**config.mk**
```make
export PLATFORM = sky130hd
export DESIGN_NAME = lru_working_set_idle_expiry
export DESIGN_NICKNAME = d
export VERILOG_FILES = /design/src/lruws_pkg.sv /design/src/lru_working_set_idle_expiry.sv /design/src/lruws_ctrl.sv /design/src/lruws_dp.sv
export SDC_FILE = /design/constraint.sdc
export NUM_CORES = 1
export LEC_CHECK = 0
export BUFFER_PORTS_ARGS = -buffer_cell sky130_fd_sc_hd__buf_4
export CAP_MARGIN = 20
export CORE_ASPECT_RATIO = 1.5
export CORE_MARGIN = 4
export CORE_UTILIZATION = 60
export CTS_CLUSTER_SIZE = 24
export DETAILED_ROUTE_END_ITERATION = 8
export PLACE_DENSITY_LB_ADDON = 0.12
export SLEW_MARGIN = 5
export SYNTH_ARGS = -nofsm -noshare
export SYNTH_HDL_FRONTEND = slang
export SYNTH_SLANG_ARGS = --single-unit
```
**constraint.sdc**
```tcl
create_clock -name clk -period 7.7 [get_ports clk]
set_clock_uncertainty 0.1 [all_clocks]
set_input_delay 0 -clock clk [delete_from_list [all_inputs] [get_ports clk]]
set_output_delay 0 -clock clk [all_outputs]
set_load 0.02 [all_outputs]
```
**src/lruws_pkg.sv**
```systemverilog
`timescale 1ns / 1ps
// lruws_pkg: field widths, register codes, status codes and the control/status
// structs shared by the working set controller, datapath and checker
// no dependencies
package lruws_pkg;

	// fixed field widths of the ports
	localparam int PAGE_W     = 16;
	localparam int NOW_W      = 32;
	localparam int IDLE_W     = 16;
	localparam int SETLIM_W   = 4;
	localparam int OCC_W      = 4;
	localparam int CFG_IDX_W  = 2;
	localparam int CFG_DATA_W = 16;

	// register reset values
	localparam logic [IDLE_W-1:0]   IDLE_LIMIT_RST = 16'd50;
	localparam logic [SETLIM_W-1:0] SET_LIMIT_RST  = 4'd12;

	// register indexes on the config port
	localparam logic [CFG_IDX_W-1:0] REG_IDLE_LIMIT = 2'd0;
	localparam logic [CFG_IDX_W-1:0] REG_SET_LIMIT  = 2'd1;
	localparam logic [CFG_IDX_W-1:0] REG_SWEEP_EN   = 2'd2;

	// result status codes
	typedef enum logic [1:0] {
		ST_HIT     = 2'd0,
		ST_ADDED   = 2'd1,
		ST_REFUSED = 2'd2,
		ST_SWEEP   = 2'd3
	} status_t;

	typedef logic [PAGE_W-1:0] page_fld_t;
	typedef logic [OCC_W-1:0]  occ_fld_t;

	// controller to datapath commands
	typedef struct packed {
		logic load;          // latch the item, restart scan
		logic rd_last;       // read the last occupied slot instead of the scan index
		logic scan_upd;      // fault scan step: track oldest, advance index
		logic idx_inc;       // sweep step: keep slot, advance index
		logic capture_gone;  // sweep: remember the expiring page
		logic move_victim;   // fault: move last slot into the victim slot
		logic move_idx;      // sweep: move last slot into the scan slot
		logic emit_hit;      // fault: report already active
		logic add;           // fault: add or refuse, report
		logic sweep_end;     // sweep: flush the held report as final
	} dp_cmd_t;

	// datapath to controller status
	typedef struct packed {
		logic count_zero;
		logic sweep_en;
		logic hit;
		logic scan_last;
		logic full;
		logic expired;
		logic idx_done;
	} dp_stat_t;

endpackage

```
**src/lru_working_set_idle_expiry.sv**
```systemverilog
`timescale 1ns / 1ps
// lru_working_set_idle_expiry: top level of the working set tracker
// depends on lruws_pkg, lruws_ctrl, lruws_dp
//
// Usage:
//   An item (action, page, now, check_passed) is taken at a clock edge with
//   start high and busy low. Action 0 is a page fault: exactly one result with
//   last high. Action 1 is an idle sweep: one result per expired entry, the
//   final one with last high; a sweep that expires nothing gives no result.
//   Each result shows on the result ports for one cycle with done high; the
//   receiver cannot hold it off.
//   Config writes (cfg_index 0 idle_limit, 1 set_limit, 2 sweep_enable) are a
//   transfer at cfg_valid and cfg_ready, ready is always high; write only when
//   no item is in flight.
//   Scan: the slots sit in one memory with a single registered read port,
//   so a fault scan reads, then compares, each occupied slot in turn until a
//   hit; when an eviction is needed, the last slot is then read and moved
//   into the victim slot before the add. A sweep reads and compares each slot,
//   moving the last slot into each expired slot. The result strobe is
//   registered from the last step; busy is low by then.
//   Reset: the set is empty and registers return to idle_limit 50,
//   set_limit 12, sweep_enable 1; no clearing pass is needed.
module lru_working_set_idle_expiry import lruws_pkg::*; #(
	parameter int MAX_SLOTS  = 12,
	parameter int PAGE_BITS  = 16,
	parameter int STAMP_BITS = 32
) (
	input  logic                  clk,
	input  logic                  arst_n,
	input  logic                  start,
	output logic                  busy,
	input  logic                  action,
	input  logic [PAGE_W-1:0]     page,
	input  logic [NOW_W-1:0]      now,
	input  logic                  check_passed,
	input  logic                  cfg_valid,
	output logic                  cfg_ready,
	input  logic [CFG_IDX_W-1:0]  cfg_index,
	input  logic [CFG_DATA_W-1:0] cfg_data,
	output logic                  done,
	output status_t               status,
	output logic                  evicted_valid,
	output logic [PAGE_W-1:0]     evicted_page,
	output logic [OCC_W-1:0]      occupancy,
	output logic                  last
);

	dp_cmd_t  cmd;
	dp_stat_t stat;

	// config writes never stall
	assign cfg_ready = 1'b1;

	// sequencer
	lruws_ctrl u_ctrl (
		.clk    (clk),
		.arst_n (arst_n),
		.start  (start),
		.action (action),
		.stat   (stat),
		.cmd    (cmd),
		.busy   (busy)
	);

	// slot storage and result path
	lruws_dp #(
		.MAX_SLOTS  (MAX_SLOTS),
		.PAGE_BITS  (PAGE_BITS),
		.STAMP_BITS (STAMP_BITS)
	) u_dp (
		.clk           (clk),
		.arst_n        (arst_n),
		.cfg_valid     (cfg_valid),
		.cfg_index     (cfg_index),
		.cfg_data      (cfg_data),
		.page          (page),
		.now           (now),
		.check_passed  (check_passed),
		.cmd           (cmd),
		.stat          (stat),
		.done          (done),
		.status        (status),
		.evicted_valid (evicted_valid),
		.evicted_page  (evicted_page),
		.occupancy     (occupancy),
		.last          (last)
	);

endmodule

```
**src/lruws_ctrl.sv**
```systemverilog
`timescale 1ns / 1ps
// lruws_ctrl: sequencing state machine for fault and sweep items
// depends on lruws_pkg
module lruws_ctrl import lruws_pkg::*; (
	input  logic     clk,
	input  logic     arst_n,
	input  logic     start,
	input  logic     action,
	input  dp_stat_t stat,
	output dp_cmd_t  cmd,
	output logic     busy
);

	typedef enum logic [3:0] {
		IDLE,
		FLT_RD,
		FLT_CMP,
		FLT_DECIDE,
		FLT_MOVE,
		FLT_ADD,
		SWP_RD,
		SWP_CMP,
		SWP_MOVE,
		SWP_END
	} state_t;

	state_t state_q;
	state_t state_d;

	// next state and command decode
	always_comb begin
		state_d = state_q;
		cmd     = '0;
		unique case (state_q)
			IDLE: begin
				if (start) begin
					cmd.load = 1'b1;
					if (!action) begin
						state_d = stat.count_zero ? FLT_DECIDE : FLT_RD;
					end else if (stat.sweep_en) begin
						state_d = SWP_RD;
					end
				end
			end
			FLT_RD: begin
				state_d = FLT_CMP;
			end
			FLT_CMP: begin
				if (stat.hit) begin
					cmd.emit_hit = 1'b1;
					state_d      = IDLE;
				end else begin
					cmd.scan_upd = 1'b1;
					state_d      = stat.scan_last ? FLT_DECIDE : FLT_RD;
				end
			end
			FLT_DECIDE: begin
				if (stat.full) begin
					cmd.rd_last = 1'b1;
					state_d     = FLT_MOVE;
				end else begin
					state_d = FLT_ADD;
				end
			end
			FLT_MOVE: begin
				cmd.move_victim = 1'b1;
				state_d         = FLT_ADD;
			end
			FLT_ADD: begin
				cmd.add = 1'b1;
				state_d = IDLE;
			end
			SWP_RD: begin
				state_d = stat.idx_done ? SWP_END : SWP_CMP;
			end
			SWP_CMP: begin
				if (stat.expired) begin
					cmd.capture_gone = 1'b1;
					cmd.rd_last      = 1'b1;
					state_d          = SWP_MOVE;
				end else begin
					cmd.idx_inc = 1'b1;
					state_d     = SWP_RD;
				end
			end
			SWP_MOVE: begin
				cmd.move_idx = 1'b1;
				state_d      = SWP_RD;
			end
			SWP_END: begin
				cmd.sweep_end = 1'b1;
				state_d       = IDLE;
			end
			default: begin
				state_d = IDLE;
			end
		endcase
	end

	// state register and busy flag
	always_ff @(posedge clk or negedge arst_n) begin
		if (!arst_n) begin
			state_q <= IDLE;
			busy    <= 1'b0;
		end else begin
			state_q <= state_d;
			busy    <= (state_d != IDLE);
		end
	end

endmodule

```
**src/lruws_dp.sv**
```systemverilog
`timescale 1ns / 1ps
// lruws_dp: slot memory, config registers, scan counters and result registers
// depends on lruws_pkg
module lruws_dp import lruws_pkg::*; #(
	parameter int MAX_SLOTS  = 12,
	parameter int PAGE_BITS  = 16,
	parameter int STAMP_BITS = 32
) (
	input  logic                  clk,
	input  logic                  arst_n,
	input  logic                  cfg_valid,
	input  logic [CFG_IDX_W-1:0]  cfg_index,
	input  logic [CFG_DATA_W-1:0] cfg_data,
	input  logic [PAGE_W-1:0]     page,
	input  logic [NOW_W-1:0]      now,
	input  logic                  check_passed,
	input  dp_cmd_t               cmd,
	output dp_stat_t              stat,
	output logic                  done,
	output status_t               status,
	output logic                  evicted_valid,
	output logic [PAGE_W-1:0]     evicted_page,
	output logic [OCC_W-1:0]      occupancy,
	output logic                  last
);

	localparam int CW = $clog2(MAX_SLOTS + 1);
	localparam int IW = (MAX_SLOTS > 1) ? $clog2(MAX_SLOTS) : 1;

	typedef logic [CW-1:0]         cnt_t;
	typedef logic [IW-1:0]         idx_t;
	typedef logic [PAGE_BITS-1:0]  spage_t;
	typedef logic [STAMP_BITS-1:0] stamp_t;

	localparam cnt_t MAX_CNT = cnt_t'(MAX_SLOTS);

	// config registers
	logic [IDLE_W-1:0]   idle_limit_q;
	logic [SETLIM_W-1:0] set_limit_q;
	logic                sweep_en_q;

	// item registers
	spage_t page_q;
	stamp_t now_q;
	logic   passed_q;

	// slot memory
	spage_t page_mem [MAX_SLOTS];
	stamp_t stamp_mem[MAX_SLOTS];
	spage_t rd_page_q;
	stamp_t rd_stamp_q;
	idx_t   rd_a;
	logic   mem_we;
	idx_t   mem_wa;
	spage_t mem_wpage;
	stamp_t mem_wstamp;

	// counters and scan state
	cnt_t   count_q;
	cnt_t   idx_q;
	cnt_t   cnt_m1;
	stamp_t best_age_q;
	idx_t   victim_q;
	spage_t victim_page_q;
	spage_t gone_q;
	logic   ev_valid_q;
	spage_t ev_page_q;
	logic   pend_q;
	spage_t pend_page_q;
	cnt_t   pend_occ_q;

	// compare logic
	stamp_t      age;
	logic [31:0] lim32;
	logic        can_add;

	// result staging
	logic    emit;
	status_t e_status;
	logic    e_evv;
	spage_t  e_evp;
	cnt_t    e_occ;
	logic    e_last;

	// config write, unknown indexes dropped
	always_ff @(posedge clk or negedge arst_n) begin
		if (!arst_n) begin
			idle_limit_q <= IDLE_LIMIT_RST;
			set_limit_q  <= SET_LIMIT_RST;
			sweep_en_q   <= 1'b1;
		end else if (cfg_valid) begin
			unique case (cfg_index)
				REG_IDLE_LIMIT: idle_limit_q <= cfg_data[IDLE_W-1:0];
				REG_SET_LIMIT:  set_limit_q  <= cfg_data[SETLIM_W-1:0];
				REG_SWEEP_EN:   sweep_en_q   <= cfg_data[0];
				default: ;
			endcase
		end
	end

	// latch the accepted item
	always_ff @(posedge clk) begin
		if (cmd.load) begin
			page_q   <= spage_t'(page);
			now_q    <= stamp_t'(now);
			passed_q <= check_passed;
		end
	end

	// derived values
	assign cnt_m1  = count_q - cnt_t'(1);
	assign age     = now_q - rd_stamp_q;
	assign can_add = passed_q && (count_q < MAX_CNT);

	// effective set limit: zero acts as one, clipped to the slot count
	always_comb begin
		if (set_limit_q == '0) begin
			lim32 = 32'd1;
		end else if (32'(set_limit_q) > 32'(MAX_SLOTS)) begin
			lim32 = 32'(MAX_SLOTS);
		end else begin
			lim32 = 32'(set_limit_q);
		end
	end

	// status to the controller
	always_comb begin
		stat.count_zero = (count_q == '0);
		stat.sweep_en   = sweep_en_q;
		stat.hit        = (rd_page_q == page_q);
		stat.scan_last  = ((idx_q + cnt_t'(1)) >= count_q);
		stat.full       = (32'(count_q) >= lim32);
		stat.expired    = (age > stamp_t'(idle_limit_q));
		stat.idx_done   = (idx_q >= count_q);
	end

	// memory port selection
	assign rd_a = cmd.rd_last ? cnt_m1[IW-1:0] : idx_q[IW-1:0];

	always_comb begin
		mem_we     = 1'b0;
		mem_wa     = idx_q[IW-1:0];
		mem_wpage  = rd_page_q;
		mem_wstamp = rd_stamp_q;
		unique if (cmd.move_victim) begin
			mem_we = 1'b1;
			mem_wa = victim_q;
		end else if (cmd.move_idx) begin
			mem_we = 1'b1;
		end else if (cmd.add && can_add) begin
			mem_we     = 1'b1;
			mem_wa     = count_q[IW-1:0];
			mem_wpage  = page_q;
			mem_wstamp = now_q;
		end else begin
			mem_we = 1'b0;
		end
	end

	// slot memory, one write and one registered read a cycle
	always_ff @(posedge clk) begin
		if (mem_we) begin
			page_mem[mem_wa]  <= mem_wpage;
			stamp_mem[mem_wa] <= mem_wstamp;
		end
		rd_page_q  <= page_mem[rd_a];
		rd_stamp_q <= stamp_mem[rd_a];
	end

	// oldest entry tracking, strict compare keeps the lowest slot on ties
	always_ff @(posedge clk) begin
		if (cmd.scan_upd && ((idx_q == '0) || (age > best_age_q))) begin
			best_age_q    <= age;
			victim_q      <= idx_q[IW-1:0];
			victim_page_q <= rd_page_q;
		end
		if (cmd.capture_gone) begin
			gone_q <= rd_page_q;
		end
	end

	// occupancy, scan index, eviction and held-report flags
	always_ff @(posedge clk or negedge arst_n) begin
		if (!arst_n) begin
			count_q    <= '0;
			idx_q      <= '0;
			ev_valid_q <= 1'b0;
			pend_q     <= 1'b0;
		end else begin
			if (cmd.load) begin
				idx_q      <= '0;
				ev_valid_q <= 1'b0;
				pend_q     <= 1'b0;
			end
			if (cmd.scan_upd || cmd.idx_inc) begin
				idx_q <= idx_q + cnt_t'(1);
			end
			if (cmd.move_victim) begin
				count_q    <= cnt_m1;
				ev_valid_q <= 1'b1;
			end
			if (cmd.move_idx) begin
				count_q <= cnt_m1;
				pend_q  <= 1'b1;
			end
			if (cmd.add && can_add) begin
				count_q <= count_q + cnt_t'(1);
			end
			if (cmd.sweep_end) begin
				pend_q <= 1'b0;
			end
		end
	end

	// evicted page and held sweep report payload
	always_ff @(posedge clk) begin
		if (cmd.load) begin
			ev_page_q <= '0;
		end
		if (cmd.move_victim) begin
			ev_page_q <= victim_page_q;
		end
		if (cmd.move_idx) begin
			pend_page_q <= gone_q;
			pend_occ_q  <= cnt_m1;
		end
	end

	// result selection; a sweep report is held until the next one or the end
	always_comb begin
		emit     = 1'b0;
		e_status = ST_SWEEP;
		e_evv    = 1'b1;
		e_evp    = pend_page_q;
		e_occ    = pend_occ_q;
		e_last   = 1'b0;
		if (cmd.emit_hit) begin
			emit     = 1'b1;
			e_status = ST_HIT;
			e_evv    = 1'b0;
			e_evp    = '0;
			e_occ    = count_q;
			e_last   = 1'b1;
		end else if (cmd.add) begin
			emit     = 1'b1;
			e_status = passed_q ? ST_ADDED : ST_REFUSED;
			e_evv    = ev_valid_q;
			e_evp    = ev_page_q;
			e_occ    = can_add ? (count_q + cnt_t'(1)) : count_q;
			e_last   = 1'b1;
		end else if (cmd.move_idx) begin
			emit = pend_q;
		end else if (cmd.sweep_end) begin
			emit   = pend_q;
			e_last = 1'b1;
		end
	end

	// result strobe
	always_ff @(posedge clk or negedge arst_n) begin
		if (!arst_n) begin
			done <= 1'b0;
		end else begin
			done <= emit;
		end
	end

	// result payload
	always_ff @(posedge clk) begin
		if (emit) begin
			status        <= e_status;
			evicted_valid <= e_evv;
			evicted_page  <= page_fld_t'(e_evp);
			occupancy     <= occ_fld_t'(e_occ);
			last          <= e_last;
		end
	end

endmodule

```
==> summary.txt <==
Synth Instances - 2292
Die width - 205 microns
Status - completed
R2R Path End - u_dp.rd_page_q[8]$_DFF_P_
Peak fanout along the critical path - 23
H-tree levels - 3
Internal power - 11.2 mW
Synthesized area - 35000 sq um
Worst Path Arrival - 7470 ps
Die Ht - 304 microns
Dpl ws - 519 ps
CTS Buffer Depth - 3
Worst-margin pin slew - 1120 ps
Required time worst endpoint - 8160 ps
Net Count, Synth - 2459
Drc violations - 0
DR vias - 20.9k
Clock power frac - 22.5%
Layer with the highest usage - met2
Crit path time final - 7010 ps
First-pass GRT wire length - 127000 microns
Ys flop type - edfxtp_1
Vias in the first global route - 21.2k
RSZ-0062 raised after global routing - false
Post-synthesis async set-or-reset flop share - 4.42%
Layout cells sized above 1 - 14.8%
Initial antenna violation count - 1
GRT Util Overall - 26.9%
HPWL after DPL - 48500 microns
Routing usage on met2 - 44.9%
Final setup violating endpoints - 0
Startpoint types - flip-flop
Register clock-pin slew on the reported worst setup and hold paths - 70 ps
Latest clock arrival within the worst-skew pair - 630 ps
Reg2reg start - u_dp.now_q[0]$_DFFE_PP_
Largest net degree at the start of global routing - 66
Core area - 57800 sq um
# rows - 108
PostCTS Resize Cnt - 0
Switch Pwr - 6.13 mW
Final slew viol count - 0
Worst min-delay path category - in2reg
Sequential Power Share - 38.2%
PwrDens - 420 nW/um^2
Remaining Overflow, GRT - 0
Setup crit end kind - flip-flop
Total Wirelength - 84200 microns
Max-cap violations - 0
Antenna cells - 0
I/O Pins - 99
Initial Utilization - 60.6%
Total CTS buffers - 76
Slew margin rel. - 25.3%
Drt pass-1 iters - 6
Met1 usage in global routing - 36.2%
Number of synthesized flops with an enable pin - 753
YS warnings - 0
Hold EP - u_dp.now_q[6]$_DFFE_PP_
Clock sink count - 838
Reg-to-reg setup timing slack - 690 ps
Depth of the worst register-to-register path - 26
Area growth from synthesis to layout - 17.5%
Nets@finish - 2740
Post-Syn Area per Cell - 15.3 sq um
Leakage - 14.8 nW
Setup ws final - 686 ps
Fillers - 3745
RePlAce Congestion - 0.905
Crit Path Category - reg2reg
Port Buf Inserts - 97
Routed vias/inst - 6.14
Hold Path Stages - 2
Final hold vios - 0
Number of synthesized register bits - 838
Yosys cell types - 81
Wirelength per Cell - 24.7 microns
Switch share - 35.4%
CTS tree - yes
Peak VDD IR - 0.244 mV
Met3 usage - 4.30%
Initial drt markers - 2138
Seq/Total Area, Yosys - 69.9%
Area of the die - 62400 sq um
Tcrit/Tclk final - 91.1%
Root Buffer - clkbuf_16
Fmax - 143 MHz
Comb pwr share - 39.4%
Setup TNS - 0 ps
Hold path startpoint - now[6]
Routed Antenna Nets - 0
-- placed cells by master (no fill, tap or decap), drive strengths merged, types with 11 or more instances in the layout --
master       synthesis  final
a21o                17     17
o21ai               97     97
dfxtp               48     48
a21oi               75     75
xnor2               20     20
and3                20     20
edfxtp             753    753
nand3               19     19
nor2b               16     16
ha                  94     94
mux4                48     48
a31oi               12     12
dlygate4sd3          0    139
o21a                16     16
inv                102    105
nand2b              15     15
and2                11     11
mux2i              196    196
a22o                48     48
buf                 35    166
xor2                25     25
nand2              201    201
nor2                65     65
nand4               16     16
mux2                11     11
dfrtp               31     31
a22oi               54     54
nor3                15     15
a221oi              49     49
clkinv               0     21
clkbuf              74    112
-- critical path, cell delays in order, from the launching register on --
cell and delay [ps]:
edfxtp_1 330, inv_1 60, ha_1 240, fa_1 470, nor2b_1 180, o31a_1 310, o21ai_0 120, nand2b_1 110
a21o_1 130, a21o_1 140, a21oi_1 70, nor2b_1 120, nor3_1 50, nor3_1 390, ha_1 220, nand4_1 120
or4_1 540, o21ai_0 320, o21ai_0 180, nand4b_1 280, o41ai_1 620, nand3_4 570, buf_12 400, buf_12 190
mux2i_1 130, a221oi_1 370, a22o_1 170
-- final cells by class --
| type | count | area [sq um] | area share (%) |
|---|---|---|---|
| Inverter | 102 | 383 | 0.930 |
| Timing Repair Buffer | 312 | 2890 | 7.03 |
| Sequential cell | 838 | 24500 | 59.5 |
| Tap cell | 770 | 963 | 2.34 |
| Clock buffer | 105 | 2110 | 5.13 |
| Multi-Input combinational cell | 1243 | 9870 | 24.0 |
| Clock inverter | 35 | 450 | 1.09 |
-- cells by family (layout without fill, tap and decap cells) --
family / count (synthesis) / count (layout) / synth area share [%]
XOR/XNOR: 45 / 45 / 1.12
AND/OR/NAND/NOR: 427 / 427 / 5.77
flip-flops: 838 / 838 / 69.9
adder cells (fa/ha/maj): 96 / 96 / 3.44
AO/OA/AOI/OAI: 419 / 419 / 8.28
other: 1 / 1 / 0.0107
buffers and inverters: 211 / 554 / 2.41
multiplexers: 255 / 255 / 9.04
-- worst max path at each step --
stage	startpoint	endpoint
global placement	u_dp.now_q[0]$_DFFE_PP_	u_dp.rd_page_q[2]$_DFF_P_
finish	u_dp.now_q[0]$_DFFE_PP_	u_dp.rd_page_q[8]$_DFF_P_
detailed placement	u_dp.now_q[0]$_DFFE_PP_	u_dp.rd_page_q[4]$_DFF_P_
CTS	u_dp.now_q[0]$_DFFE_PP_	u_dp.rd_page_q[2]$_DFF_P_
global route	u_dp.now_q[0]$_DFFE_PP_	u_dp.rd_page_q[8]$_DFF_P_
floorplan	u_dp.now_q[0]$_DFFE_PP_	u_dp.best_age_q[0]$_DFFE_PP_
-- sequential cells by signal, indices dropped and copies added, names as in the netlist, 16 cells and up --
signal and flops:
u_dp.rd_page_q 16, u_dp.pend_page_q 16, u_dp.page_mem 192, u_dp.ev_page_q 16, u_dp.gone_q 16, u_dp.best_age_q 32
u_dp.idle_limit_q 16, u_dp.now_q 32, u_dp.page_q 16, u_dp.victim_page_q 16, u_dp.evicted_page 16, u_dp.stamp_mem 384
u_dp.rd_stamp_q 32
-- synth_stat cells, types with 15 or more instances --
master,n,area (sq um)
nand3_1,18,90.1
a22o_1,48,420
nor2_1,65,244
nand2_1,201,754
buf_2,22,110
a21oi_1,74,370
edfxtp_1,753,22600
and3_1,20,125
o21a_1,16,120
xor2_1,25,219
clkbuf_1,74,278
nor2b_1,16,100
mux4_2,48,1080
a22oi_1,54,405
a221oi_1,49,429
nand4_1,16,100
inv_1,102,383
dfrtp_1,31,776
a21o_1,17,128
xnor2_1,20,175
nand2b_1,15,93.8
ha_1,94,1180
mux2i_1,196,1960
o21ai_0,84,420
dfxtp_1,48,961
-- through the flow --
step                std cells  hold slack (ps)  utilization, %  instance area, sq um  power, mW
finish                   3405             21.2            71.2                 41200       17.3
global route             3405             16.9            71.2                 41200       18.2
CTS                      3380           0.0135            70.9                 41000       17.2
detailed placement       3100             -104            64.1                 37100       13.3
global placement         3099             -110            64.1                 37000       13.0
floorplan                2292             -396               -                 35000       11.1
-- what timing repair did --
item | CTS | global route
setup buffers | 0 | 2
hold buffers | 140 | 0
endpoints found under the hold margin | 117 | 0
setup endpoints to repair | 0 | 6
-- power groups by stage --
stage / Clock, mW / Combinational (mW) / Sequential, mW
final: 3.88 / 6.80 / 6.60
after global routing: 4.13 / 7.42 / 6.65
after CTS: 3.92 / 6.66 / 6.61
after detailed placement: 0 / 6.55 / 6.71
after global placement: 0 / 6.34 / 6.68
after floorplan: 0 / 4.55 / 6.57
-- per-layer routing --
layer  wire, microns  share of wire (%)
met1           32600                 39
met2           42100                 50
met3            6730                8.0
met4            2790                3.3
met5               8             0.0095
(Power assumes the default switching activity.)
